[src/rtl/bss_pkg.sv]
// Shared types and constants for the bit stack store.
package bss_pkg;

    localparam int CAPACITY_BITS  = 1024;
    localparam int MAX_CHUNK_BITS = 31;
    localparam int STORE_BYTES    = (CAPACITY_BITS + 7) / 8;
    localparam int BYTE_AW        = $clog2(STORE_BYTES);
    localparam int BYTE_CW        = $clog2(STORE_BYTES + 1);
    localparam int LEN_W          = $clog2(CAPACITY_BITS + 1);
    localparam int POS_W          = $clog2(CAPACITY_BITS);
    localparam int SPOS_W         = LEN_W + 1;
    localparam int IDX_W          = 11;
    localparam int CNT_W          = 5;
    localparam int WORD_W         = 31;
    localparam int REQ_W          = 3;
    localparam int STATUS_W       = 2;

    typedef enum logic [REQ_W-1:0] {
        REQ_TEST   = 3'd0,
        REQ_ASSIGN = 3'd1,
        REQ_TOGGLE = 3'd2,
        REQ_PUSH   = 3'd3,
        REQ_POP    = 3'd4
    } req_t;

    typedef enum logic [STATUS_W-1:0] {
        ST_OK        = 2'd0,
        ST_RANGE     = 2'd1,
        ST_CAPACITY  = 2'd2,
        ST_UNDERFLOW = 2'd3
    } status_t;

    typedef enum logic [2:0] {
        S_IDLE,
        S_FETCH,
        S_LOAD,
        S_STEP,
        S_WRITE,
        S_FINISH
    } state_t;

    typedef enum logic [1:0] {
        BIT_KEEP,
        BIT_WRITE,
        BIT_FLIP
    } bit_op_t;

    typedef struct packed {
        logic [BYTE_AW-1:0] rd_addr;
        logic               wr_en;
        logic [BYTE_AW-1:0] wr_addr;
        logic [7:0]         wr_data;
        logic               clr_en;
        logic [BYTE_CW-1:0] clr_lo;
        logic [BYTE_CW-1:0] clr_hi;
    } store_req_t;

endpackage

[src/rtl/bss_bit_unit.sv]
// Shared bit unit: selects one bit of a byte and writes, keeps or flips it.
module bss_bit_unit (
    input  logic [7:0]      byte_in,
    input  logic [2:0]      bit_sel,
    input  bss_pkg::bit_op_t mode,
    input  logic            wr_val,
    output logic            bit_rd,
    output logic            bit_new,
    output logic [7:0]      byte_out
);
    import bss_pkg::*;

    // Select the bit, form its new value and merge it back
    always_comb
    begin
        bit_rd = byte_in[bit_sel];
        unique case (mode)
            BIT_KEEP:  bit_new = bit_rd;
            BIT_WRITE: bit_new = wr_val;
            BIT_FLIP:  bit_new = ~bit_rd;
            default:   bit_new = bit_rd;
        endcase
        byte_out          = byte_in;
        byte_out[bit_sel] = bit_new;
    end

endmodule

[src/rtl/bss_store.sv]
// Byte memory with per-byte valid flags; an invalid byte reads as zero.
module bss_store (
    input  logic                clk,
    input  logic                rst_n,
    input  bss_pkg::store_req_t req,
    output logic [7:0]          rd_byte
);
    import bss_pkg::*;

    logic [7:0]             mem [STORE_BYTES];
    logic [7:0]             rd_data_reg;
    logic                   rd_valid_reg;
    logic [STORE_BYTES-1:0] valid_reg;
    logic [STORE_BYTES-1:0] valid_next;

    // Write one byte and read one byte per cycle
    always_ff @(posedge clk)
    begin
        if (req.wr_en)
        begin
            mem[req.wr_addr] <= req.wr_data;
        end
        rd_data_reg <= mem[req.rd_addr];
    end

    // Drop valid flags of bytes uncovered by growth, mark written bytes
    always_comb
    begin
        valid_next = valid_reg;
        for (int b = 0; b < STORE_BYTES; b++)
        begin
            if (req.clr_en && (BYTE_CW'(b) >= req.clr_lo) && (BYTE_CW'(b) < req.clr_hi))
            begin
                valid_next[b] = 1'b0;
            end
        end
        if (req.wr_en)
        begin
            valid_next[req.wr_addr] = 1'b1;
        end
    end

    always_ff @(posedge clk or negedge rst_n)
    begin
        if (!rst_n)
        begin
            valid_reg    <= '0;
            rd_valid_reg <= 1'b0;
        end
        else
        begin
            valid_reg    <= valid_next;
            rd_valid_reg <= valid_reg[req.rd_addr];
        end
    end

    assign rd_byte = rd_valid_reg ? rd_data_reg : 8'd0;

endmodule

[src/rtl/bit_stack_store.sv]
// Top level: request decode and bit sequencer of the bit stack store.
// A rejected or empty request goes straight to S_FINISH; otherwise each byte that the
// request spans is read through S_FETCH and S_LOAD, takes one S_STEP per bit and, for a
// writing request, S_WRITE: one byte memory port, one bit per step, up to 5 bytes per chunk.
// Throughput: one transaction at a time; the next is taken once the result is
// registered. Reset clears the length and all byte valid flags at once.
module bit_stack_store (
    input  logic                               clk,
    input  logic                               rst_n,
    input  logic                               req_valid,
    output logic                               req_stall,
    input  logic [bss_pkg::REQ_W-1:0]          req_type,
    input  logic signed [bss_pkg::IDX_W-1:0]   bit_index,
    input  logic                               bit_in,
    input  logic [bss_pkg::WORD_W-1:0]         push_word,
    input  logic [bss_pkg::CNT_W-1:0]          bit_count,
    output logic                               rsp_valid,
    input  logic                               rsp_stall,
    output logic                               bit_out,
    output logic [bss_pkg::WORD_W-1:0]         pop_word,
    output logic [bss_pkg::LEN_W-1:0]          length_now,
    output logic [bss_pkg::STATUS_W-1:0]       status
);
    import bss_pkg::*;

    localparam logic [CNT_W-1:0] CNT_MAX = CNT_W'(MAX_CHUNK_BITS);

    state_t             state_reg,   state_next;
    logic [LEN_W-1:0]   len_reg,     len_next;
    logic [POS_W-1:0]   pos_reg,     pos_next;
    logic [CNT_W-1:0]   rem_reg,     rem_next;
    req_t               op_reg,      op_next;
    logic               val_reg,     val_next;
    logic [WORD_W-1:0]  word_reg,    word_next;
    logic [7:0]         work_reg,    work_next;
    logic [BYTE_AW-1:0] addr_reg,    addr_next;
    logic               bit_reg,     bit_next;
    status_t            status_reg,  status_next;
    logic               rsp_valid_reg, rsp_valid_next;
    logic               out_bit_reg, out_bit_next;
    logic [WORD_W-1:0]  out_word_reg, out_word_next;
    logic [LEN_W-1:0]   out_len_reg, out_len_next;
    status_t            out_status_reg, out_status_next;

    logic signed [SPOS_W-1:0] idx_s;
    logic signed [SPOS_W-1:0] len_s;
    logic signed [SPOS_W-1:0] pos_s;
    logic                     pos_neg;
    logic [LEN_W-1:0]         pos_u;
    logic [CNT_W-1:0]         cnt_sat;
    logic [LEN_W:0]           push_sum;
    logic [LEN_W:0]           grow_len;
    logic [LEN_W:0]           old_p7;
    logic [LEN_W:0]           new_p7;
    logic [LEN_W-1:0]         len_m1;

    store_req_t         st_req;
    logic [7:0]         rd_byte;
    bit_op_t            bu_mode;
    logic               bu_wr_val;
    logic               bu_bit_rd;
    logic               bu_bit_new;
    logic [7:0]         bu_byte;
    logic               op_writes;
    logic               last_bit;
    logic               byte_end;
    logic               go;

    bss_store u_store (
        .clk     (clk),
        .rst_n   (rst_n),
        .req     (st_req),
        .rd_byte (rd_byte)
    );

    bss_bit_unit u_bit_unit (
        .byte_in  (work_reg),
        .bit_sel  (pos_reg[2:0]),
        .mode     (bu_mode),
        .wr_val   (bu_wr_val),
        .bit_rd   (bu_bit_rd),
        .bit_new  (bu_bit_new),
        .byte_out (bu_byte)
    );

    // Wrap the index and size the growth of the incoming request
    always_comb
    begin
        idx_s    = {{(SPOS_W - IDX_W){bit_index[IDX_W-1]}}, bit_index};
        len_s    = signed'({1'b0, len_reg});
        pos_s    = bit_index[IDX_W-1] ? idx_s + len_s : idx_s;
        pos_neg  = pos_s[SPOS_W-1];
        pos_u    = pos_s[LEN_W-1:0];
        cnt_sat  = (bit_count > CNT_MAX) ? CNT_MAX : bit_count;
        push_sum = {1'b0, len_reg} + (LEN_W + 1)'(cnt_sat);
        grow_len = (req_t'(req_type) == REQ_PUSH) ? push_sum
                                                   : {1'b0, pos_u} + (LEN_W + 1)'(1);
        old_p7   = {1'b0, len_reg} + (LEN_W + 1)'(7);
        new_p7   = grow_len + (LEN_W + 1)'(7);
        len_m1   = len_reg - LEN_W'(1);
    end

    // Per-bit controls for the shared bit unit
    always_comb
    begin
        op_writes = (op_reg == REQ_ASSIGN) || (op_reg == REQ_TOGGLE) || (op_reg == REQ_PUSH);
        last_bit  = (rem_reg == CNT_W'(1));
        byte_end  = (op_reg == REQ_POP) ? (pos_reg[2:0] == 3'd0) : (pos_reg[2:0] == 3'd7);
        bu_wr_val = 1'b0;
        case (op_reg)
            REQ_ASSIGN:
            begin
                bu_mode   = BIT_WRITE;
                bu_wr_val = val_reg;
            end
            REQ_PUSH:
            begin
                bu_mode   = BIT_WRITE;
                bu_wr_val = word_reg[0];
            end
            REQ_TOGGLE: bu_mode = BIT_FLIP;
            default:    bu_mode = BIT_KEEP;
        endcase
    end

    // Next state, datapath updates and store requests
    always_comb
    begin
        state_next      = state_reg;
        len_next        = len_reg;
        pos_next        = pos_reg;
        rem_next        = rem_reg;
        op_next         = op_reg;
        val_next        = val_reg;
        word_next       = word_reg;
        work_next       = work_reg;
        addr_next       = addr_reg;
        bit_next        = bit_reg;
        status_next     = status_reg;
        rsp_valid_next  = rsp_valid_reg && rsp_stall;
        out_bit_next    = out_bit_reg;
        out_word_next   = out_word_reg;
        out_len_next    = out_len_reg;
        out_status_next = out_status_reg;
        go              = 1'b0;

        st_req.rd_addr  = pos_reg[POS_W-1:3];
        st_req.wr_en    = 1'b0;
        st_req.wr_addr  = addr_reg;
        st_req.wr_data  = work_reg;
        st_req.clr_en   = 1'b0;
        st_req.clr_lo   = BYTE_CW'(old_p7 >> 3);
        st_req.clr_hi   = BYTE_CW'(new_p7 >> 3);

        unique case (state_reg)
            S_IDLE:
            begin
                if (req_valid)
                begin
                    op_next     = req_t'(req_type);
                    val_next    = bit_in;
                    word_next   = '0;
                    bit_next    = 1'b0;
                    status_next = ST_OK;
                    rem_next    = CNT_W'(1);
                    pos_next    = pos_u[POS_W-1:0];
                    case (req_t'(req_type)) inside
                        REQ_TEST, REQ_TOGGLE:
                        begin
                            if (pos_neg || (pos_u >= len_reg))
                            begin
                                status_next = ST_RANGE;
                            end
                            else
                            begin
                                go = 1'b1;
                            end
                        end
                        REQ_ASSIGN:
                        begin
                            if (pos_neg)
                            begin
                                status_next = ST_RANGE;
                            end
                            else if (pos_u >= LEN_W'(CAPACITY_BITS))
                            begin
                                status_next = ST_CAPACITY;
                            end
                            else
                            begin
                                if (pos_u >= len_reg)
                                begin
                                    st_req.clr_en = 1'b1;
                                    len_next      = grow_len[LEN_W-1:0];
                                end
                                go = 1'b1;
                            end
                        end
                        REQ_PUSH:
                        begin
                            if (push_sum > (LEN_W + 1)'(CAPACITY_BITS))
                            begin
                                status_next = ST_CAPACITY;
                            end
                            else
                            begin
                                st_req.clr_en = 1'b1;
                                len_next      = push_sum[LEN_W-1:0];
                                rem_next      = cnt_sat;
                                pos_next      = len_reg[POS_W-1:0];
                                word_next     = push_word;
                                go            = (cnt_sat != '0);
                            end
                        end
                        REQ_POP:
                        begin
                            if (LEN_W'(cnt_sat) > len_reg)
                            begin
                                status_next = ST_UNDERFLOW;
                            end
                            else
                            begin
                                len_next = len_reg - LEN_W'(cnt_sat);
                                rem_next = cnt_sat;
                                pos_next = len_m1[POS_W-1:0];
                                go       = (cnt_sat != '0);
                            end
                        end
                        default:
                        begin
                            go = 1'b0;
                        end
                    endcase
                    state_next = go ? S_FETCH : S_FINISH;
                end
            end
            S_FETCH:
            begin
                addr_next  = pos_reg[POS_W-1:3];
                state_next = S_LOAD;
            end
            S_LOAD:
            begin
                work_next  = rd_byte;
                state_next = S_STEP;
            end
            S_STEP:
            begin
                work_next = bu_byte;
                rem_next  = rem_reg - CNT_W'(1);
                if (op_reg == REQ_POP)
                begin
                    pos_next  = pos_reg - POS_W'(1);
                    word_next = {word_reg[WORD_W-2:0], bu_bit_rd};
                end
                else
                begin
                    pos_next  = pos_reg + POS_W'(1);
                    word_next = word_reg >> 1;
                end
                if ((op_reg == REQ_TEST) || (op_reg == REQ_TOGGLE))
                begin
                    bit_next = bu_bit_new;
                end
                if (last_bit || byte_end)
                begin
                    if (op_writes)
                    begin
                        state_next = S_WRITE;
                    end
                    else
                    begin
                        state_next = last_bit ? S_FINISH : S_FETCH;
                    end
                end
            end
            S_WRITE:
            begin
                st_req.wr_en = 1'b1;
                state_next   = (rem_reg == '0) ? S_FINISH : S_FETCH;
            end
            S_FINISH:
            begin
                if (!rsp_valid_reg || !rsp_stall)
                begin
                    rsp_valid_next  = 1'b1;
                    out_bit_next    = bit_reg;
                    out_word_next   = (op_reg == REQ_POP) ? word_reg : '0;
                    out_len_next    = len_reg;
                    out_status_next = status_reg;
                    state_next      = S_IDLE;
                end
            end
            default:
            begin
                state_next = S_IDLE;
            end
        endcase
    end

    // Hold control state
    always_ff @(posedge clk or negedge rst_n)
    begin
        if (!rst_n)
        begin
            state_reg     <= S_IDLE;
            len_reg       <= '0;
            rsp_valid_reg <= 1'b0;
        end
        else
        begin
            state_reg     <= state_next;
            len_reg       <= len_next;
            rsp_valid_reg <= rsp_valid_next;
        end
    end

    // Advance datapath and result registers
    always_ff @(posedge clk)
    begin
        pos_reg        <= pos_next;
        rem_reg        <= rem_next;
        op_reg         <= op_next;
        val_reg        <= val_next;
        word_reg       <= word_next;
        work_reg       <= work_next;
        addr_reg       <= addr_next;
        bit_reg        <= bit_next;
        status_reg     <= status_next;
        out_bit_reg    <= out_bit_next;
        out_word_reg   <= out_word_next;
        out_len_reg    <= out_len_next;
        out_status_reg <= out_status_next;
    end

    assign req_stall  = (state_reg != S_IDLE);
    assign rsp_valid  = rsp_valid_reg;
    assign bit_out    = out_bit_reg;
    assign pop_word   = out_word_reg;
    assign length_now = out_len_reg;
    assign status     = out_status_reg;

endmodule

[config.mk]
export PLATFORM = sky130hd
export DESIGN_NAME = bit_stack_store
export DESIGN_NICKNAME = d
export VERILOG_FILES = /design/src/rtl/bss_pkg.sv /design/src/rtl/bss_bit_unit.sv /design/src/rtl/bss_store.sv /design/src/rtl/bit_stack_store.sv
export SDC_FILE = /design/constraint.sdc
export NUM_CORES = 2
export LEC_CHECK = 0
export ABC_AREA = 1
export BUFFER_PORTS_ARGS = -buffer_cell sky130_fd_sc_hd__buf_4
export CAP_MARGIN = 20
export CORE_MARGIN = 5
export CORE_UTILIZATION = 50
export CTS_BUF_LIST = sky130_fd_sc_hd__clkbuf_4 sky130_fd_sc_hd__clkbuf_8
export DETAILED_ROUTE_END_ITERATION = 7
export HOLD_SLACK_MARGIN = 0.15
export PLACE_DENSITY = 0.68
export SLEW_MARGIN = 20
export SYNTH_ARGS = -nofsm -noshare
export SYNTH_HDL_FRONTEND = slang
export SYNTH_SLANG_ARGS = --single-unit
[constraint.sdc]
create_clock -name clk -period 4.5 [get_ports clk]
set_clock_uncertainty 0.1 [all_clocks]
set_input_delay 0.9 -clock clk [delete_from_list [all_inputs] [get_ports clk]]
set_output_delay 0.9 -clock clk [all_outputs]
set_load 0.03 [all_outputs]
# Word level (Yosys, flattened, before mapping)
# Memory sizes are Yosys's and may differ from the RTL's. A register that Yosys moved wholly into a read port is not among the register bits.
# Cells that the tools add are included.
[word_totals] output_inout_bits=47 n_memories=1 wordCells=833 mem_bits_rw=1024 in_bits=55 ff_bits=257
[op_classes] n_eq_ne=26 n_bitwise=3 mux=224 add_sub_neg=10 reduce_logical=285 magnitude_cmp=266
[memory_table] name="u_store.mem" depth=128 width=8 rd=1 rd_ports_with_merged_regs=1 wr=1 line_no="bss_store.sv:10" text="logic [7:0] mem [STORE_BYTES];"
[op_table] cell="$ge A7 B8 Y1 const A" n=64
[op_table] cell="$lt A7 B8 Y1 const A" n=64
[op_table] cell="$logic_and A1 B1 Y1" n=259
[op_table] cell="$ge A6 B8 Y1 const A" n=32
[op_table] cell="$lt A6 B8 Y1 const A" n=32
[op_table] cell="$mux W31" n=6
[op_table] cell="$mux W1" n=161
[op_table] cell="$ge A5 B8 Y1 const A" n=16
[op_table] cell="$lt A5 B8 Y1 const A" n=16
[op_table] cell="$mux W128" n=1
[op_table] cell="$or A128 B128 Y128" n=1
[op_table] cell="$mux W11" n=9
[op_table] cell="$mux W10" n=8
[op_table] cell="$ge A4 B8 Y1 const A" n=8
[op_table] cell="$lt A4 B8 Y1 const A" n=8
[op_table] cell="$pmux W31 S2" n=1
[op_table] cell="$mux W5" n=8
[op_table] cell="$ge A3 B8 Y1 const A" n=4
[op_table] cell="$lt A3 B8 Y1 const A" n=4
[op_table] cell="$add A11 B3 Y11 const B" n=2
[op_table] cell="$mux W3" n=7
[op_table] cell="$pmux W10 S2" n=1
[op_table] cell="$sub A10 B1 Y10 const B" n=2
[op_table] cell="$eq A3 B2 Y1 const B" n=6
[op_table] cell="other kinds (51)" n=94

# Logic depth before layout (Yosys ltp)
[logic_depth] ltp_word=15 ltp_mapped=31 mapped_depth_nobuf=29

# Modules after synthesis
# From an unflattened synthesis, not the netlist that was laid out.
[hier_totals] hier_cells=5911 area_unflattened_um2=59415.7
[by_module_without_submodules] mod="bss_store" cells_each=4669 n_inst=1 area_each_um2=49966.7 seq_area_each_um2=34137.7
[by_module_without_submodules] mod="bit_stack_store" cells_each=1170 n_inst=1 area_each_um2=9082.5 seq_area_each_um2=3768.6
[by_module_without_submodules] mod="bss_bit_unit" cells_each=72 n_inst=1 area_each_um2=366.6 seq_area_each_um2=0.0

# Least setup slack after synthesis
# No wires, ideal clock.
[synth_path] kind="register to register" start="register state_reg[0]" end="register bit_reg, enable pin" t_arrival_ps=4639 stages_incl_launch_ff=7 synth_period_minus_slack_ps=5040 slack_ps=-540 path_buffers=0 t_required_ps=4098 setup_ps=302 cell_sequence="dfrtp_1 nor2_1 inv_1 nor2_1 inv_1 o21ai_0 o21a_1"
[synth_between] elab_chain_len=3 elab_cells_between_ends=6 cone_classes="eq/ne: 3; reduce/logical: 3"
[synth_lines] element="start, declared" line_no="bit_stack_store.sv:28" text="state_t state_reg, state_next;"
[synth_lines] element="start signal, assigned" line_no="bit_stack_store.sv:312" text="state_reg <= state_next;"
[synth_lines] element="$eq A3 B2 Y1 / $logic_not A3 Y1 (equally long branches)" line_no="bit_stack_store.sv:155" text="unique case (state_reg)"
[synth_lines] element="$ne A2 B2 Y1 (no source line) / $reduce_bool A2 Y1 (equally long branches)"
[synth_lines] element="$reduce_and A3 Y1 (no source line) *"
[synth_lines] element="end signal, assigned" line_no="bit_stack_store.sv:328" text="bit_reg <= bit_next;"
[synth_lines] element="end, declared" line_no="bit_stack_store.sv:37" text="logic bit_reg, bit_next;"
# Every way passes the cells marked *; elsewhere a longest branch is shown, timed or not.
# A chain may end at the register's enable or synchronous reset.

# Worst setup path after layout
[layout_path] start="register len_reg[0]" end="register u_store.valid_reg[23]"
[layout_between] elab_chain_len=15 elab_cells_between_ends=26 cone_classes="add/sub: 5; order compare: 5; mux: 13; bitwise: 1; reduce/logical: 2"
[layout_lines] element="start, declared" line_no="bit_stack_store.sv:29" text="logic [LEN_W-1:0] len_reg, len_next;"
[layout_lines] element="start signal, assigned" line_no="bit_stack_store.sv:313" text="len_reg <= len_next;"
[layout_lines] element="parallel branches: the longest is 11 deep, another holds $add A11 B12 Y12"
[layout_lines] element="$logic_and A1 B1 Y1 *" line_no="bss_store.sv:32" text="if (req.clr_en && (BYTE_CW'(b) >= req.clr_lo) && (BYTE_CW'(b) < req.clr_hi))"
[layout_lines] element="$mux W1 *" line_no="bss_store.sv:32"
[layout_lines] element="$or A128 B128 Y128 (no source line)"
[layout_lines] element="$mux W128 *" line_no="bss_store.sv:37" text="if (req.wr_en)"
[layout_lines] element="via u_store.valid_next[23]" line_no="bss_store.sv:14" text="logic [STORE_BYTES-1:0] valid_next;"
[layout_lines] element="end signal, assigned" line_no="bss_store.sv:52" text="valid_reg <= valid_next;"
[layout_lines] element="end, declared" line_no="bss_store.sv:13" text="logic [STORE_BYTES-1:0] valid_reg;"
# Mark *: on every way through the listed nets, which the timed path passes.

==> results_dict.tcl <==
set metrics [dict create \
    clk_pin_slew_ps 70 \
    synth_xor_xnor_area_share_pct 0.237 \
    h-tree-depth 4 \
    synthAdderAreaFrac_pct 1.10 \
    synth.area.top_cells "edfxtp_1, nor2_1, o21ai_0" \
    largest_reg_flops 1024 \
    overflow 0 \
    drc_errors 0 \
    cts-resized-gates 0 \
    async_flop_share_pct 11.2 \
    p_switching_uw 20500 \
    p_sw_share_pct 43.4 \
    dr.first_iter.drc_count 5447 \
    grt_busiest_layer "met2" \
    setup_violations 0 \
    start_util_pct 50.4 \
    crit_path_frequent_cell "nand2_1" \
    grt_usage_pct 28.2 \
    synth_edf_count 1137 \
    design_area_mm2 0.0669 \
    synth_compound_area_share_pct 14.3 \
    critical_path.endpoint_type "register" \
    grt_use_met3_pct 6.50 \
    grt_pass1_wl_um 269000 \
    worstPathMaxFanout 17 \
    arrival_ps 4930 \
    synth_top_area_share_pct 58.3 \
    fin_util_pct 57.5 \
    r2r_cells 23 \
    synth-simple-area-share_pct 14.8 \
    slowest_delay_ps 460 \
    nFillCells 9758 \
    min_path_cells 0 \
    synthFlopType "edfxtp_1" \
    stdcell_count 7543 \
    die_area_mm2 0.124 \
    yosysWarnings 0 \
    start_kind "register" \
    fin_nets 5946 \
    cp_slowest_cell "xor2_2" \
    clock-sinks 1289 \
    cts_made_buffers 204 \
    worst_ep_required_time_ps 5210 \
    leakage_uw 0.0236 \
    maxCapViolCount 0 \
    wl_um 181000 \
    yosysTopAreaCell "edfxtp_1" \
    tightest_slew_ps 1120 \
    antenna_found_initial 8 \
    hold_ws_ps 310 \
    dp_hpwl_um 111000 \
    internal_power_uw 26700 \
    synth_fp_nets 5700 \
    layout_common_cells "edfxtp_1, nor2_1, o21ai_0, nand2_1, buf_4" \
    status "completed" \
    hold_violations 0 \
    fin_crit_ps 4210 \
    cp_cell_sequence "buf_4, inv_1, ha_1, nand2_1, nand2_1, nor2_1, inv_1, nor2_1, inv_1, nor2_1, inv_1, nor2_2, xor2_2, inv_2, nor2_2, nand2_1, inv_2, nand2_2, buf_4, a21oi_1, nand3_1, nand2_1, nand2_1" \
    syn_area_per_cell_um2 10.5 \
    ys_seq_area_share_pct 64.8 \
    grt_pass1_vias 42504 \
    max-slew-margin-rel_pct 25.4 \
    hold_class "reg2reg" \
    wl_per_cell_um 24.0 \
    routabilityCongestion 0.996 \
    die_x_um 352 \
    synth.area.mux_share_pct 0 \
    rows 125 \
    viasPerCell 5.98 \
    grt_max_degree 127 \
    dpl_cell_area_mm2 0.0621 \
    antenna_left 0 \
    critical_path_class "reg2reg" \
    period_share_pct 93.7 \
    comb_power_share_pct 44.0 \
    ys_ff_latch 1289 \
    cp.depth 23 \
    io_pins 102 \
    synthesis.area_mm2 0.0585 \
    cts_tree "yes" \
    dp.cells 7123 \
    ys_types 60 \
    power.density_mw_per_mm2 705 \
    syn_to_final_growth_pct 14.3 \
    insertion_delay_ps 920 \
    cts_root_buffer "clkbuf_8" \
    seqPwrFrac_pct 33.5 \
    ir_worst_vdd_mv 0.528 \
    p_clk_share_pct 22.6 \
    grtUsageMet1_pct 39.0 \
    io_buffers 101 \
    crit_family "simple AND/OR/NAND/NOR gates" \
    gr-usage-met2_pct 43.1 \
    post_cts_buffers 0 \
    clockBufferDepth 3 \
    final_common_cell "edfxtp_1" \
    drive_gt1_share_pct 13.4 \
    die_h_um 352 \
    report.final.slew_viol_count 0 \
    core-area_mm2 0.116 \
    fmaxAchievable_mhz 237 \
    synthCells 5596 \
    first_pass_iters 8 \
    crit_buf_inv 8 \
    via_count 45116 \
    synth_top_family_by_area "simple AND/OR/NAND/NOR gates" \
    rsz0062_at_grt "no" \
]
## routing by layer
| metal | part of all wire, % | routed length [um] |
|---|---|---|
| met5 | 0.030 | 54 |
| met4 | 4.6 | 8260 |
| met3 | 9.7 | 17400 |
| met2 | 45 | 81000 |
| met1 | 41 | 73900 |
## layout make-up
cell class	instances	area (um^2)	area share (%)
clock inverter	85	818	1.22
antenna	2	5.00	0.00748
sequential	1289	37900	56.7
inverter	348	1330	1.99
clock buffer	296	3550	5.31
timing repair buffer	387	3480	5.20
multi-input combinational	3612	17900	26.7
tap	1524	1910	2.85
## worst register-to-register path, delay by kind of cell, from the launching register on
family          cells  cell delay (ps)
xor+xnor            1              460
fa+ha+maj           1              230
compound gates      1              210
buf+inv             8             1230
flops               1              370
simple gates       12             1510
## power groups by stage
stage | Clock [uW] | Combinational (uW) | Sequential [uW]
final | 10600 | 20700 | 15800
after global routing | 11300 | 22000 | 15800
after CTS | 10700 | 20200 | 15800
after detailed placement | 0 | 20100 | 16000
after global placement | 0 | 19800 | 16000
after floorplan | 0 | 11000 | 16700
## cell usage after synthesis (all sizes together), types with 18 or more instances
cell type and instances:
nand4 26, o21ai 844, clkbuf 292, o21bai 31
buf 55, nor2 1120, nand3 282, a22o 31
a21oi 139, dfrtp 144, nor3 18, clkinv 20
inv 328, o22ai 300, nand2 626, o221ai 57
ha 45, edfxtp 1137
## logic make-up (layout without fill, tap and decap cells)
group | count (synthesis) | count (layout)
AND/OR/NAND/NOR | 2084 | 2084
AO/OA/AOI/OAI | 1464 | 1464
flip-flops | 1289 | 1289
buffers and inverters | 695 | 1116
adder cells (fa/ha/maj) | 49 | 49
XOR/XNOR | 15 | 15
other | 0 | 2
## path summary, 6_finish.rpt
path / startpoint / to / slack (ps)
min in group asynchronous: rst_n / len_reg[4]$_DFFE_PN0P_ / 460
worst max register to register: len_reg[0]$_DFFE_PN0P_ / u_store.valid_reg[23]$_DFF_PN0_ / 290
worst min-delay path: status_reg[0]$_DFFE_PP_ / status[0]$_DFFE_PP_ / 310
worst max-delay path: len_reg[0]$_DFFE_PN0P_ / u_store.valid_reg[23]$_DFF_PN0_ / 290
worst min register to register: status_reg[0]$_DFFE_PP_ / status[0]$_DFFE_PP_ / 310
max in group asynchronous: rst_n / u_store.valid_reg[45]$_DFF_PN0_ / 2940
## what timing repair did
item / 4_1_cts / 5_1_grt
hold buffers: 37 / 0
endpoints found under the hold margin: 86 / 0
setup endpoints to repair: 0 / 0
## through the flow
step / power (uW) / TNS [ps] / setup WS (ps)
floorplan: 27600 / 0 / 546
global placement: 35800 / -485 / -63.3
detailed placement: 36100 / -932 / -57.4
CTS: 46700 / 0 / 461
global route: 49200 / 0 / 72.0
finish: 47200 / 0 / 285
(Power assumes the default switching activity.)
